File: src/pat2d_pkg.sv
`timescale 1ns / 1ps

package pat2d_pkg;

  localparam int COORD_BITS     = 16;
  localparam int TRIG_FRAC_BITS = 14;
  localparam int ANGLE_BITS     = 10;
  localparam int MODE_BITS      = 3;
  localparam int CFG_INDEX_BITS = 3;
  localparam int CFG_DATA_BITS  = (COORD_BITS > ANGLE_BITS) ? COORD_BITS : ANGLE_BITS;

  // pi * 2^62, and pi/180 at the same scale
  localparam logic [63:0] PI_Q62     = 64'hC90FDAA22168C235;
  localparam logic [63:0] PI_DEG_Q62 = PI_Q62 / 64'd180;
  localparam int          SERIES_TERMS = 13;
  // (2n)*(2n+1) for n = 1..SERIES_TERMS
  localparam logic [63:0] SERIES_DIV [SERIES_TERMS] = '{
    64'd6, 64'd20, 64'd42, 64'd72, 64'd110, 64'd156, 64'd210,
    64'd272, 64'd342, 64'd420, 64'd506, 64'd600, 64'd702
  };

  typedef enum logic [MODE_BITS-1:0] {
    MODE_TRANSLATE = 3'd0,
    MODE_ROTATE    = 3'd1,
    MODE_SCALE     = 3'd2,
    MODE_SHEAR     = 3'd3,
    MODE_REFLECT   = 3'd4
  } mode_t;

  typedef enum logic [CFG_INDEX_BITS-1:0] {
    REG_MODE         = 3'd0,
    REG_PARAM_X      = 3'd1,
    REG_PARAM_Y      = 3'd2,
    REG_ANGLE_DEG    = 3'd3,
    REG_REFLECT_AXIS = 3'd4
  } reg_index_t;

  typedef struct packed {
    logic [MODE_BITS-1:0]         mode;
    logic signed [COORD_BITS-1:0] param_x;
    logic signed [COORD_BITS-1:0] param_y;
    logic signed [ANGLE_BITS-1:0] angle_deg;
    logic                         reflect_axis;
  } cfg_t;

  typedef struct packed {
    logic signed [COORD_BITS-1:0] in_x;
    logic signed [COORD_BITS-1:0] in_y;
  } point_t;

  typedef struct packed {
    logic signed [COORD_BITS-1:0] out_x;
    logic signed [COORD_BITS-1:0] out_y;
    logic                         saturated;
  } result_t;

  // Sine of k degrees (k = 0..90) by Taylor series at 62 fraction bits,
  // rounded to frac fraction bits. Evaluated at elaboration only.
  function automatic logic [63:0] sin_first_quadrant(input int k, input int frac);
    logic [63:0]  x;
    logic [63:0]  x2;
    logic [63:0]  term;
    logic [63:0]  sum;
    logic [127:0] p;
    x = PI_DEG_Q62 * 64'(k);
    p = {64'd0, x} * {64'd0, x};
    x2 = p[125:62];
    term = x;
    sum = x;
    for (int n = 1; n <= SERIES_TERMS; n++) begin
      p = {64'd0, term} * {64'd0, x2};
      term = p[125:62] / SERIES_DIV[n-1];
      if ((n % 2) == 1) begin
        sum = sum - term;
      end else begin
        sum = sum + term;
      end
    end
    return (sum + (64'd1 << (61 - frac))) >> (62 - frac);
  endfunction

endpackage

File: src/pat2d_cfg.sv
`timescale 1ns / 1ps

module pat2d_cfg (
  input  logic                                    clk,
  input  logic                                    rst,
  input  logic                                    cfg_we,
  input  logic [pat2d_pkg::CFG_INDEX_BITS-1:0]    cfg_index,
  input  logic [pat2d_pkg::CFG_DATA_BITS-1:0]     cfg_data,
  output pat2d_pkg::cfg_t                         cfg
);

  always_ff @(posedge clk) begin
    if (rst) begin
      cfg <= '0;
    end else if (cfg_we) begin
      case (cfg_index)
        pat2d_pkg::REG_MODE:
          cfg.mode <= cfg_data[pat2d_pkg::MODE_BITS-1:0];
        pat2d_pkg::REG_PARAM_X:
          cfg.param_x <= cfg_data[pat2d_pkg::COORD_BITS-1:0];
        pat2d_pkg::REG_PARAM_Y:
          cfg.param_y <= cfg_data[pat2d_pkg::COORD_BITS-1:0];
        pat2d_pkg::REG_ANGLE_DEG:
          cfg.angle_deg <= cfg_data[pat2d_pkg::ANGLE_BITS-1:0];
        pat2d_pkg::REG_REFLECT_AXIS:
          cfg.reflect_axis <= cfg_data[0];
        default: ;
      endcase
    end
  end

endmodule

File: src/pat2d_trig.sv
`timescale 1ns / 1ps

module pat2d_trig #(
  parameter int TRIG_FRAC_BITS = pat2d_pkg::TRIG_FRAC_BITS
) (
  input  logic signed [pat2d_pkg::ANGLE_BITS-1:0] angle_deg,
  output logic signed [TRIG_FRAC_BITS+1:0]        sin_v,
  output logic signed [TRIG_FRAC_BITS+1:0]        cos_v
);

  localparam int TW = TRIG_FRAC_BITS + 2;

  typedef struct packed {
    logic       neg;
    logic [6:0] idx;
  } quad_t;

  // quarter-wave table, 0..90 degrees, magnitude 0..2^TRIG_FRAC_BITS
  logic [TRIG_FRAC_BITS:0] tab [91];

  for (genvar k = 0; k <= 90; k++) begin : g_tab
    localparam logic [63:0] VAL = pat2d_pkg::sin_first_quadrant(k, TRIG_FRAC_BITS);
    assign tab[k] = VAL[TRIG_FRAC_BITS:0];
  end

  function automatic quad_t fold(input logic [8:0] d);
    quad_t q;
    if (d <= 9'd90) begin
      q.neg = 1'b0;
      q.idx = 7'(d);
    end else if (d <= 9'd180) begin
      q.neg = 1'b0;
      q.idx = 7'(9'd180 - d);
    end else if (d <= 9'd270) begin
      q.neg = 1'b1;
      q.idx = 7'(d - 9'd180);
    end else begin
      q.neg = 1'b1;
      q.idx = 7'(9'd360 - d);
    end
    return q;
  endfunction

  logic signed [10:0] a;
  logic [8:0]         d_sin;
  logic [8:0]         d_cos;
  quad_t              qs;
  quad_t              qc;
  logic signed [TW-1:0] mag_s;
  logic signed [TW-1:0] mag_c;

  assign a = 11'(angle_deg);

  // reduce to 0..359
  always_comb begin
    if (a >= 11'sd360) begin
      d_sin = 9'(a - 11'sd360);
    end else if (a >= 11'sd0) begin
      d_sin = 9'(a);
    end else if (a >= -11'sd360) begin
      d_sin = 9'(a + 11'sd360);
    end else begin
      d_sin = 9'(a + 11'sd720);
    end
  end

  assign d_cos = (d_sin >= 9'd270) ? (d_sin - 9'd270) : (d_sin + 9'd90);

  assign qs = fold(d_sin);
  assign qc = fold(d_cos);

  assign mag_s = {1'b0, tab[qs.idx]};
  assign mag_c = {1'b0, tab[qc.idx]};

  assign sin_v = qs.neg ? -mag_s : mag_s;
  assign cos_v = qc.neg ? -mag_c : mag_c;

endmodule

File: src/pat2d_pipe.sv
`timescale 1ns / 1ps

module pat2d_pipe #(
  parameter int TRIG_FRAC_BITS = pat2d_pkg::TRIG_FRAC_BITS
) (
  input  logic                             clk,
  input  logic                             rst,
  input  pat2d_pkg::cfg_t                  cfg,
  input  logic signed [TRIG_FRAC_BITS+1:0] sin_v,
  input  logic signed [TRIG_FRAC_BITS+1:0] cos_v,
  input  logic                             pt_valid,
  output logic                             pt_stall,
  input  pat2d_pkg::point_t                pt,
  output logic                             res_valid,
  input  logic                             res_stall,
  output pat2d_pkg::result_t               res
);

  localparam int CW = pat2d_pkg::COORD_BITS;
  localparam int F  = TRIG_FRAC_BITS;
  localparam int TW = F + 2;
  localparam int BW = (CW > TW) ? CW : TW;
  localparam int PW = CW + BW;
  localparam int SW = PW + 1;

  localparam logic signed [SW-1:0] HI   = {{(SW-CW+1){1'b0}}, {(CW-1){1'b1}}};
  localparam logic signed [SW-1:0] LO   = ~HI;
  localparam logic signed [SW-1:0] BIAS = {{(SW-F){1'b0}}, {F{1'b1}}};

  // stage A: captured point and trig values
  logic                 a_valid;
  logic signed [CW-1:0] a_x;
  logic signed [CW-1:0] a_y;
  logic signed [TW-1:0] a_s;
  logic signed [TW-1:0] a_c;

  // stage B: products
  logic                 b_valid;
  logic signed [CW-1:0] b_x;
  logic signed [CW-1:0] b_y;
  logic signed [PW-1:0] b_m0;
  logic signed [PW-1:0] b_m1;
  logic signed [PW-1:0] b_m2;
  logic signed [PW-1:0] b_m3;

  // stage C: unclamped sums
  logic                 c_valid;
  logic                 c_rot;
  logic signed [SW-1:0] c_rx;
  logic signed [SW-1:0] c_ry;

  logic a_ready;
  logic b_ready;
  logic c_ready;
  logic d_ready;

  assign d_ready  = !res_valid || !res_stall;
  assign c_ready  = !c_valid || d_ready;
  assign b_ready  = !b_valid || c_ready;
  assign a_ready  = !a_valid || b_ready;
  assign pt_stall = !a_ready;

  // stage A
  always_ff @(posedge clk) begin
    if (rst) begin
      a_valid <= 1'b0;
    end else if (a_ready) begin
      a_valid <= pt_valid;
    end
  end

  always_ff @(posedge clk) begin
    if (a_ready) begin
      a_x <= pt.in_x;
      a_y <= pt.in_y;
      a_s <= sin_v;
      a_c <= cos_v;
    end
  end

  // stage B: two shared multipliers, two for rotate only
  logic is_rot;
  logic is_shear;
  logic is_scale;
  logic signed [CW-1:0] mul_a0;
  logic signed [CW-1:0] mul_a2;
  logic signed [BW-1:0] mul_b0;
  logic signed [BW-1:0] mul_b2;
  logic signed [BW-1:0] s_ext;
  logic signed [BW-1:0] c_ext;

  assign is_rot   = (cfg.mode == pat2d_pkg::MODE_ROTATE);
  assign is_shear = (cfg.mode == pat2d_pkg::MODE_SHEAR);
  assign is_scale = (cfg.mode == pat2d_pkg::MODE_SCALE);
  assign s_ext    = BW'(a_s);
  assign c_ext    = BW'(a_c);
  assign mul_a0   = is_shear ? a_y : a_x;
  assign mul_b0   = is_rot ? c_ext : BW'(cfg.param_x);
  assign mul_a2   = is_scale ? a_y : a_x;
  assign mul_b2   = is_rot ? s_ext : BW'(cfg.param_y);

  always_ff @(posedge clk) begin
    if (rst) begin
      b_valid <= 1'b0;
    end else if (b_ready) begin
      b_valid <= a_valid;
    end
  end

  always_ff @(posedge clk) begin
    if (b_ready) begin
      b_x  <= a_x;
      b_y  <= a_y;
      b_m0 <= PW'(mul_a0) * PW'(mul_b0);
      b_m1 <= PW'(a_y) * PW'(s_ext);
      b_m2 <= PW'(mul_a2) * PW'(mul_b2);
      b_m3 <= PW'(a_y) * PW'(c_ext);
    end
  end

  // stage C
  logic signed [SW-1:0] rx_next;
  logic signed [SW-1:0] ry_next;

  always_comb begin
    rx_next = SW'(b_x);
    ry_next = SW'(b_y);
    case (cfg.mode)
      pat2d_pkg::MODE_TRANSLATE: begin
        rx_next = SW'(b_x) + SW'(cfg.param_x);
        ry_next = SW'(b_y) + SW'(cfg.param_y);
      end
      pat2d_pkg::MODE_ROTATE: begin
        rx_next = SW'(b_m0) - SW'(b_m1);
        ry_next = SW'(b_m2) + SW'(b_m3);
      end
      pat2d_pkg::MODE_SCALE: begin
        rx_next = SW'(b_m0);
        ry_next = SW'(b_m2);
      end
      pat2d_pkg::MODE_SHEAR: begin
        rx_next = SW'(b_x) + SW'(b_m0);
        ry_next = SW'(b_m2) + SW'(b_y);
      end
      pat2d_pkg::MODE_REFLECT: begin
        if (cfg.reflect_axis) begin
          rx_next = -SW'(b_x);
        end else begin
          ry_next = -SW'(b_y);
        end
      end
      default: ;
    endcase
  end

  always_ff @(posedge clk) begin
    if (rst) begin
      c_valid <= 1'b0;
    end else if (c_ready) begin
      c_valid <= b_valid;
    end
  end

  always_ff @(posedge clk) begin
    if (c_ready) begin
      c_rot <= is_rot;
      c_rx  <= rx_next;
      c_ry  <= ry_next;
    end
  end

  // stage D: drop rotate fraction toward zero, then clamp
  logic signed [SW-1:0] tx;
  logic signed [SW-1:0] ty;
  logic                 sat_x;
  logic                 sat_y;
  pat2d_pkg::result_t   res_next;

  always_comb begin
    tx = c_rx;
    ty = c_ry;
    if (c_rot) begin
      tx = c_rx[SW-1] ? ((c_rx + BIAS) >>> F) : (c_rx >>> F);
      ty = c_ry[SW-1] ? ((c_ry + BIAS) >>> F) : (c_ry >>> F);
    end
    sat_x = (tx > HI) || (tx < LO);
    sat_y = (ty > HI) || (ty < LO);
    res_next.out_x = sat_x ? (tx[SW-1] ? LO[CW-1:0] : HI[CW-1:0]) : tx[CW-1:0];
    res_next.out_y = sat_y ? (ty[SW-1] ? LO[CW-1:0] : HI[CW-1:0]) : ty[CW-1:0];
    res_next.saturated = sat_x || sat_y;
  end

  always_ff @(posedge clk) begin
    if (rst) begin
      res_valid <= 1'b0;
    end else if (d_ready) begin
      res_valid <= c_valid;
    end
  end

  always_ff @(posedge clk) begin
    if (d_ready) begin
      res <= res_next;
    end
  end

endmodule

File: src/point_affine_transform_2d.sv
`timescale 1ns / 1ps

// 2D point transform: translate, rotate, scale, shear or reflect one signed
// point per request, with the mode and its parameters held in configuration
// registers. The datapath is a four-stage pipeline (capture with sine/cosine
// lookup, multiply, sum, truncate and clamp): a new point is taken every cycle
// while pt_stall is low, and each passes the capture, product, sum and output
// registers in turn, held back by res_stall. Rotation uses a 91-entry
// quarter-wave sine table with TRIG_FRAC_BITS fraction bits and truncates
// toward zero; every result saturates to the coordinate range and flags it.
module point_affine_transform_2d #(
  parameter int TRIG_FRAC_BITS = pat2d_pkg::TRIG_FRAC_BITS
) (
  input  logic                                 clk,
  input  logic                                 rst,
  input  logic                                 cfg_we,
  input  logic [pat2d_pkg::CFG_INDEX_BITS-1:0] cfg_index,
  input  logic [pat2d_pkg::CFG_DATA_BITS-1:0]  cfg_data,
  input  logic                                 pt_valid,
  output logic                                 pt_stall,
  input  pat2d_pkg::point_t                    pt,
  output logic                                 res_valid,
  input  logic                                 res_stall,
  output pat2d_pkg::result_t                   res
);

  pat2d_pkg::cfg_t                  cfg;
  logic signed [TRIG_FRAC_BITS+1:0] sin_v;
  logic signed [TRIG_FRAC_BITS+1:0] cos_v;

  pat2d_cfg u_cfg (
    .clk       (clk),
    .rst       (rst),
    .cfg_we    (cfg_we),
    .cfg_index (cfg_index),
    .cfg_data  (cfg_data),
    .cfg       (cfg)
  );

  pat2d_trig #(
    .TRIG_FRAC_BITS (TRIG_FRAC_BITS)
  ) u_trig (
    .angle_deg (cfg.angle_deg),
    .sin_v     (sin_v),
    .cos_v     (cos_v)
  );

  pat2d_pipe #(
    .TRIG_FRAC_BITS (TRIG_FRAC_BITS)
  ) u_pipe (
    .clk       (clk),
    .rst       (rst),
    .cfg       (cfg),
    .sin_v     (sin_v),
    .cos_v     (cos_v),
    .pt_valid  (pt_valid),
    .pt_stall  (pt_stall),
    .pt        (pt),
    .res_valid (res_valid),
    .res_stall (res_stall),
    .res       (res)
  );

endmodule

File: config.mk
export PLATFORM = sky130hd
export DESIGN_NAME = point_affine_transform_2d
export DESIGN_NICKNAME = d
export VERILOG_FILES = /design/src/pat2d_pkg.sv /design/src/pat2d_cfg.sv /design/src/pat2d_trig.sv /design/src/pat2d_pipe.sv /design/src/point_affine_transform_2d.sv
export SDC_FILE = /design/constraint.sdc
export NUM_CORES = 2
export LEC_CHECK = 0
export CAP_MARGIN = 40
export CORE_ASPECT_RATIO = 0.75
export CORE_MARGIN = 5
export CORE_UTILIZATION = 55
export DETAILED_ROUTE_END_ITERATION = 6
export DONT_BUFFER_PORTS = 1
export PLACE_DENSITY = 0.8
export SYNTH_ARGS = -nofsm -noshare
export SYNTH_HDL_FRONTEND = slang
export SYNTH_HIERARCHICAL = 1
export SYNTH_SLANG_ARGS = --single-unit
File: constraint.sdc
create_clock -name clk -period 23.1 [get_ports clk]
set_clock_uncertainty 0.05 [all_clocks]
set_input_delay 1.155 -clock clk [delete_from_list [all_inputs] [get_ports clk]]
set_output_delay 1.155 -clock clk [all_outputs]
set_load 0.02 [all_outputs]
* Word-level counts from Yosys, hierarchy flattened *
Memories as Yosys holds them, arrays and structs flattened.
Index checks and enable logic that the tools add are counted.

operators by class
  add/sub/neg operators = 23
  multiply operators = 4
  magnitude comparators = 16
  eq/ne operators = 8
  multiplexer cells = 32
  bitwise gates (word level) = 2
  reductions and logical operators = 20

operators with widths
  operator                                                                        count
  33-bit one-hot mux with 5 select lines                                          2
  33-bit two-way mux                                                              6
  16-bit by 16-bit multiplier with 32-bit output                                  4
  16-bit two-way mux                                                              8
  15-bit two-way mux                                                              6
  33-bit by 15-bit adder with 33-bit output, second input constant                2
  33-bit by 16-bit > comparator with 1-bit output, second input constant          2
  33-bit by 16-bit less-than comparator with 1-bit output, second input constant  2
  16-bit negator with 33-bit output                                               2
  9-bit two-way mux                                                               4
  16-bit by 16-bit adder with 17-bit output                                       2
  16-bit by 32-bit adder with 33-bit output                                       1
  32-bit by 16-bit adder with 33-bit output                                       1
  32-bit by 32-bit adder with 33-bit output                                       1
  32-bit by 32-bit subtractor with 33-bit output                                  1
  8-bit two-way mux                                                               4
  15-bit negator with 16-bit output                                               2
  10-bit greater-or-equal comparator, second input constant                       2
  9-bit adder, second input constant                                              2
  9-bit by 7-bit <= comparator with 1-bit output, second input constant           2
  9-bit by 8-bit <= comparator with 1-bit output, second input constant           2
  9-bit <= comparator, second input constant                                      2
  9-bit subtractor, second input constant                                         2
  8-bit greater-or-equal comparator, second input constant                        2
  other kinds (15)                                                                41

word-level totals
  flip-flop bits (word level) = 374
  bits in read-only memories = 3,840
  input bits = 56
  memories = 2

memory list
  memory            depth  bits a word  rd ports  clocked after memory_dff  write ports  line              text
  (name not given)  128    15           1         0                         0            pat2d_trig.sv:72  assign mag_s = {1'b0, tab[qs.idx]};
  (name not given)  128    15           1         0                         0            pat2d_trig.sv:73  assign mag_c = {1'b0, tab[qc.idx]};

* Longest topological paths before layout *
  depth in word-level cells = 16
  mapped depth = 33
  mapped depth without buffers = 29

* Modules after synthesis *
The synthesis kept the hierarchy.

modules (own cells, without submodules)
  module      instances  cells an instance  area an instance (sq um)  seq. area each (sq um)
  pat2d_pipe  1          6,467              59,703.5                  9,809.4
  pat2d_trig  1          1,007              6,488.7                   0.0
  pat2d_cfg   1          173                1,898.1                   920.9

* Worst setup path before layout *
No wires, ideal clock.

  path type = register -> register
  start = reg u_cfg/cfg[43] (netlist name)
  end = reg u_pipe.b_m2[30], data pin
  setup time = 0.258 ns
  arrival time = 7.344 ns
  setup slack = 15.448 ns
  stages on the path, launching flop included = 28
  buffers on the path = 3
  path through = dfxtp_1 > clkbuf_1 > nand2_1 > nor2_1 > buf_2 > buf_2 > mux2i_1 > nor2_1 > fa_1 > inv_1 > fa_1 > inv_1 > fa_1 > fa_1 > fa_1 > inv_1 > fa_1 > inv_1 > ha_1 > a21o_1 > a21o_1 > a21oi_1 > o21bai_1 > a311oi_1 > a21oi_1 > a2111o_1 > a21oi_1 > xnor2_1

on the way
  longest elaborated chain between the ends = 3

ends and longest elaborated chain
  element                                                                                                                  line                                 text
  3-bit by 2-bit equality test with 1-bit output / 3-bit by 1-bit equality test with 1-bit output (equally long branches)  pat2d_pipe.sv:94, pat2d_pipe.sv:92
  16-bit two-way mux (on tied branches)                                                                                    pat2d_pipe.sv:99, pat2d_pipe.sv:100
  16-bit by 16-bit multiplier with 32-bit output (*)                                                                       pat2d_pipe.sv:116                    b_m2 <= PW'(mul_a2) * PW'(mul_b2);
  end signal: assignment                                                                                                   pat2d_pipe.sv:116
  end: declaration                                                                                                         pat2d_pipe.sv:43                     logic signed [PW-1:0] b_m2;

Every way passes the cells marked *; elsewhere a longest branch is shown, timed or not.
A chain may end at the register's enable or synchronous reset.

* Worst setup path after layout *
  start = reg u_cfg/cfg[44] (netlist name)
  end = reg u_pipe.b_m2[30], data pin

on the way
  longest elaborated chain between the ends = 3

ends and longest elaborated chain
  element                                                                                                                  line
  3-bit by 2-bit equality test with 1-bit output / 3-bit by 1-bit equality test with 1-bit output (equally long branches)  pat2d_pipe.sv:94, pat2d_pipe.sv:92
  16-bit two-way mux (on tied branches)                                                                                    pat2d_pipe.sv:99, pat2d_pipe.sv:100
  16-bit by 16-bit multiplier with 32-bit output (*)                                                                       pat2d_pipe.sv:116

Marks and branches as above.

==> results_dict.tcl <==
set metrics [dict create \
    nets 9073 \
    hp-start "u_pipe/c_valid$_SDFFE_PP0P_" \
    maxSlewViolCount 0 \
    syn_avg_cell_area_sq_um 8.90 \
    reg2reg_from "u_cfg/cfg[44]$_SDFFE_PP0P_" \
    syn-num-nets 9230 \
    placedCellCount 9080 \
    die_h_um 315 \
    whs_endpoint "u_pipe/res_valid$_SDFFE_PP0P_" \
    gp_congestion 1.01 \
    cts_root_buf "clkbuf_16" \
    synth_seq_cells 374 \
    maxSlewHeadroom_pct 31.6 \
    grt-ovfl-total 0 \
    critPathCaptureType "flop" \
    maxCapViolCount 0 \
    tritoncts "built" \
    io_pins 91 \
    tns_ns 0 \
    worstPathArrival_ns 9.39 \
    die-area_sq_mm 0.131 \
    worstMarginPinSlew_ns 0.998 \
    drc_errors 4 \
    critPathMaxFanout 43 \
    final_cells 9165 \
    period_share_pct 39.2 \
    grt_setup_unrepaired "no" \
    synth_seq_area_share_pct 15.8 \
    vias_per_cell 6.12 \
    dp_hpwl_um 173000 \
    drt_iter0_drc 6197 \
    cts_hold_buf 0 \
    rows 111 \
    cts_resized 0 \
    ctsLongestPathBuffers 3 \
    fin_crit_ns 9.05 \
    grt_use_total_pct 33.8 \
    r2r_slack_ns 14.05 \
    critPathKind "reg2reg" \
    synthToLayoutAreaGrowth_pct 5.38 \
    grt_pass1_wl_um 342000 \
    vias 56132 \
    layout_commonest_cell "inv_1" \
    clock_latency_ns 0.66 \
    layout_setup_ws_ns 14.05 \
    grt_pass1_vias 57315 \
    die_width_um 416 \
    netlist_area_sq_mm 0.0681 \
    fmax_mhz 111 \
    min_path_type "reg2reg" \
    async_flop_share_pct 0 \
    ant_nets 0 \
    violations "DRC" \
    drtPass1Iterations 7 \
    cp.required_ns 23.44 \
    grt_start_max_net_pins 79 \
    numCtsBuffers 46 \
    final_cell_mix "inv_1 (1,291), fa_1 (1,053), nand2_1 (912)" \
    finalHoldViolCount 0 \
    io_buffers 0 \
    synthCells 7647 \
    reg2reg_depth 23 \
    initial_core_util_pct 55.5 \
    pre_cts_ws_ns 14.14 \
    clkTransAtPathRegs_ns 0.07 \
    cp-start-kind "flop" \
    cts_setup_buffers 0 \
    synth_cell_type_count 119 \
    drt-total-wl_um 221000 \
    antenna_found_initial 14 \
    finalSetupViolCount 0 \
    drive_gt1_share_pct 5.02 \
    synth-edff-count 324 \
    ys_warn_count 6 \
    r2r-end "u_pipe/b_m2[30]$_DFFE_PP_" \
    core_region_area_sq_mm 0.123 \
    holdPathStages 2 \
    routedWlPerCell_um 24.1 \
    htreeDepth 2 \
    cts_sinks 374 \
    synth_ff_type "edfxtp_1" \
    outcome "finished, violations left" \
]
## per-layer routing
layer  GRT usage, %  vias to the layer above  part of all wire, %
li1               -                    24631                    -
met1           47.5                    27715                   41
met2           49.0                     3211                   41
met3           9.22                      561                   12
met4           14.8                       14                  5.5
met5              0                        -                0.040
## layout make-up
cell class              instances  area, sq um
fillers                     10525        50900
diodes                          3         7.51
well taps                    1638         2050
clock buffers                  52         1170
multi-input cells            5630        51200
repair buffers                138         1330
flip-flops and latches        374        10700
clock inverters                30          364
inverters                    1300         4880
## kinds of logic (layout without fill, tap and decap cells)
family / count (synthesis) / count (layout) / share of synthesized area, %
compound gates: 1277 / 1277 / 12.6
xor+xnor: 319 / 319 / 4.13
fa+ha+maj: 1527 / 1527 / 39.7
buf+inv: 1643 / 1520 / 9.21
flops: 374 / 374 / 15.8
mux: 181 / 181 / 2.81
other cells: 0 / 3 / 0
simple gates: 2326 / 2326 / 15.9
## critical path, cell delays in order, from the launching register on
cell,delay (ns)
dfxtp_1,0.31
buf_4,0.31
nor2b_1,0.32
and2_4,0.55
buf_4,0.61
mux2i_1,0.42
or2_2,0.47
fa_1,0.60
inv_1,0.08
fa_1,1.01
fa_1,0.54
fa_1,0.49
fa_1,0.55
inv_1,0.06
fa_1,0.53
inv_1,0.04
ha_1,0.39
o21ai_0,0.20
nand2b_1,0.13
a311oi_1,0.34
a21oi_1,0.11
a2111o_1,0.40
a21oi_1,0.18
xnor2_1,0.08
## registers in the layout, summed over array words and instances, names as in the netlist, 16 cells and up
signal and cells:
u_cfg/cfg 46, u_pipe/a_c 16, u_pipe/a_s 16, u_pipe/a_x 16, u_pipe/a_y 16, u_pipe/b_m0 32
u_pipe/b_m1 32, u_pipe/b_m2 32, u_pipe/b_m3 32, u_pipe/b_x 16, u_pipe/b_y 16, u_pipe/c_rx 33
u_pipe/c_ry 33, u_pipe/res 33
## stage by stage
stage / cell area (sq um) / utilization [%] / hold WS (ns)
after floorplan: 68100 / - / 0.374
after CTS: 71700 / 58.5 / 0.431
final: 71800 / 58.5 / 0.431
after global routing: 71700 / 58.5 / 0.467
after detailed placement: 70200 / 57.3 / 0.415
after global placement: 69600 / 56.8 / 0.398
## synth_stat cells, types with 12 or more instances
cell | instances | area (sq um)
inv_1 | 1292 | 4850
fa_1 | 1053 | 21100
nand2_1 | 915 | 3430
nor2_1 | 564 | 2120
ha_1 | 474 | 5930
a21oi_1 | 362 | 1810
edfxtp_1 | 324 | 9730
clkbuf_1 | 268 | 1010
o21ai_0 | 254 | 1270
and2_1 | 240 | 1500
xnor2_1 | 207 | 1810
mux2i_1 | 136 | 1360
nand2b_1 | 123 | 769
xor2_1 | 110 | 963
nor3_1 | 99 | 495
a21o_1 | 95 | 713
nand3_1 | 89 | 445
o211ai_1 | 57 | 428
a31oi_1 | 56 | 350
dfxtp_1 | 50 | 1000
buf_2 | 47 | 235
and3_1 | 42 | 263
nor4_1 | 42 | 263
mux2_2 | 41 | 462
or3_1 | 39 | 244
a211oi_1 | 37 | 278
nor2b_1 | 36 | 225
o21a_1 | 34 | 255
nand4_1 | 33 | 206
o21bai_1 | 27 | 203
or2_2 | 27 | 169
o31ai_1 | 26 | 195
o22ai_1 | 25 | 156
a211o_1 | 22 | 193
buf_1 | 20 | 75.1
o311ai_0 | 19 | 166
o2111ai_1 | 16 | 140
a221oi_1 | 15 | 131
a22oi_1 | 15 | 113
a221o_1 | 13 | 130
a31o_2 | 13 | 114
a41oi_1 | 13 | 114
o221ai_1 | 13 | 114
a2111oi_0 | 12 | 105
nand3b_1 | 12 | 90.1
## how the worst max path moves through the flow
stage | start | slack (ns) | end
after global placement | u_cfg/cfg[44]$_SDFFE_PP0P_ | 14.28 | u_pipe/b_m2[30]$_DFFE_PP_
after floorplan | u_cfg/cfg[43]$_SDFFE_PP0P_ | 15.45 | u_pipe/b_m2[30]$_DFFE_PP_
after CTS | u_cfg/cfg[44]$_SDFFE_PP0P_ | 14.09 | u_pipe/b_m2[30]$_DFFE_PP_
after detailed placement | u_cfg/cfg[44]$_SDFFE_PP0P_ | 14.14 | u_pipe/b_m2[30]$_DFFE_PP_
final | u_cfg/cfg[44]$_SDFFE_PP0P_ | 14.05 | u_pipe/b_m2[30]$_DFFE_PP_
after global routing | u_cfg/cfg[44]$_SDFFE_PP0P_ | 13.59 | u_pipe/b_m2[24]$_DFFE_PP_
Power is not shown: default switching activity piles up to over one toggle a cycle in this logic, so the estimate is an artifact.
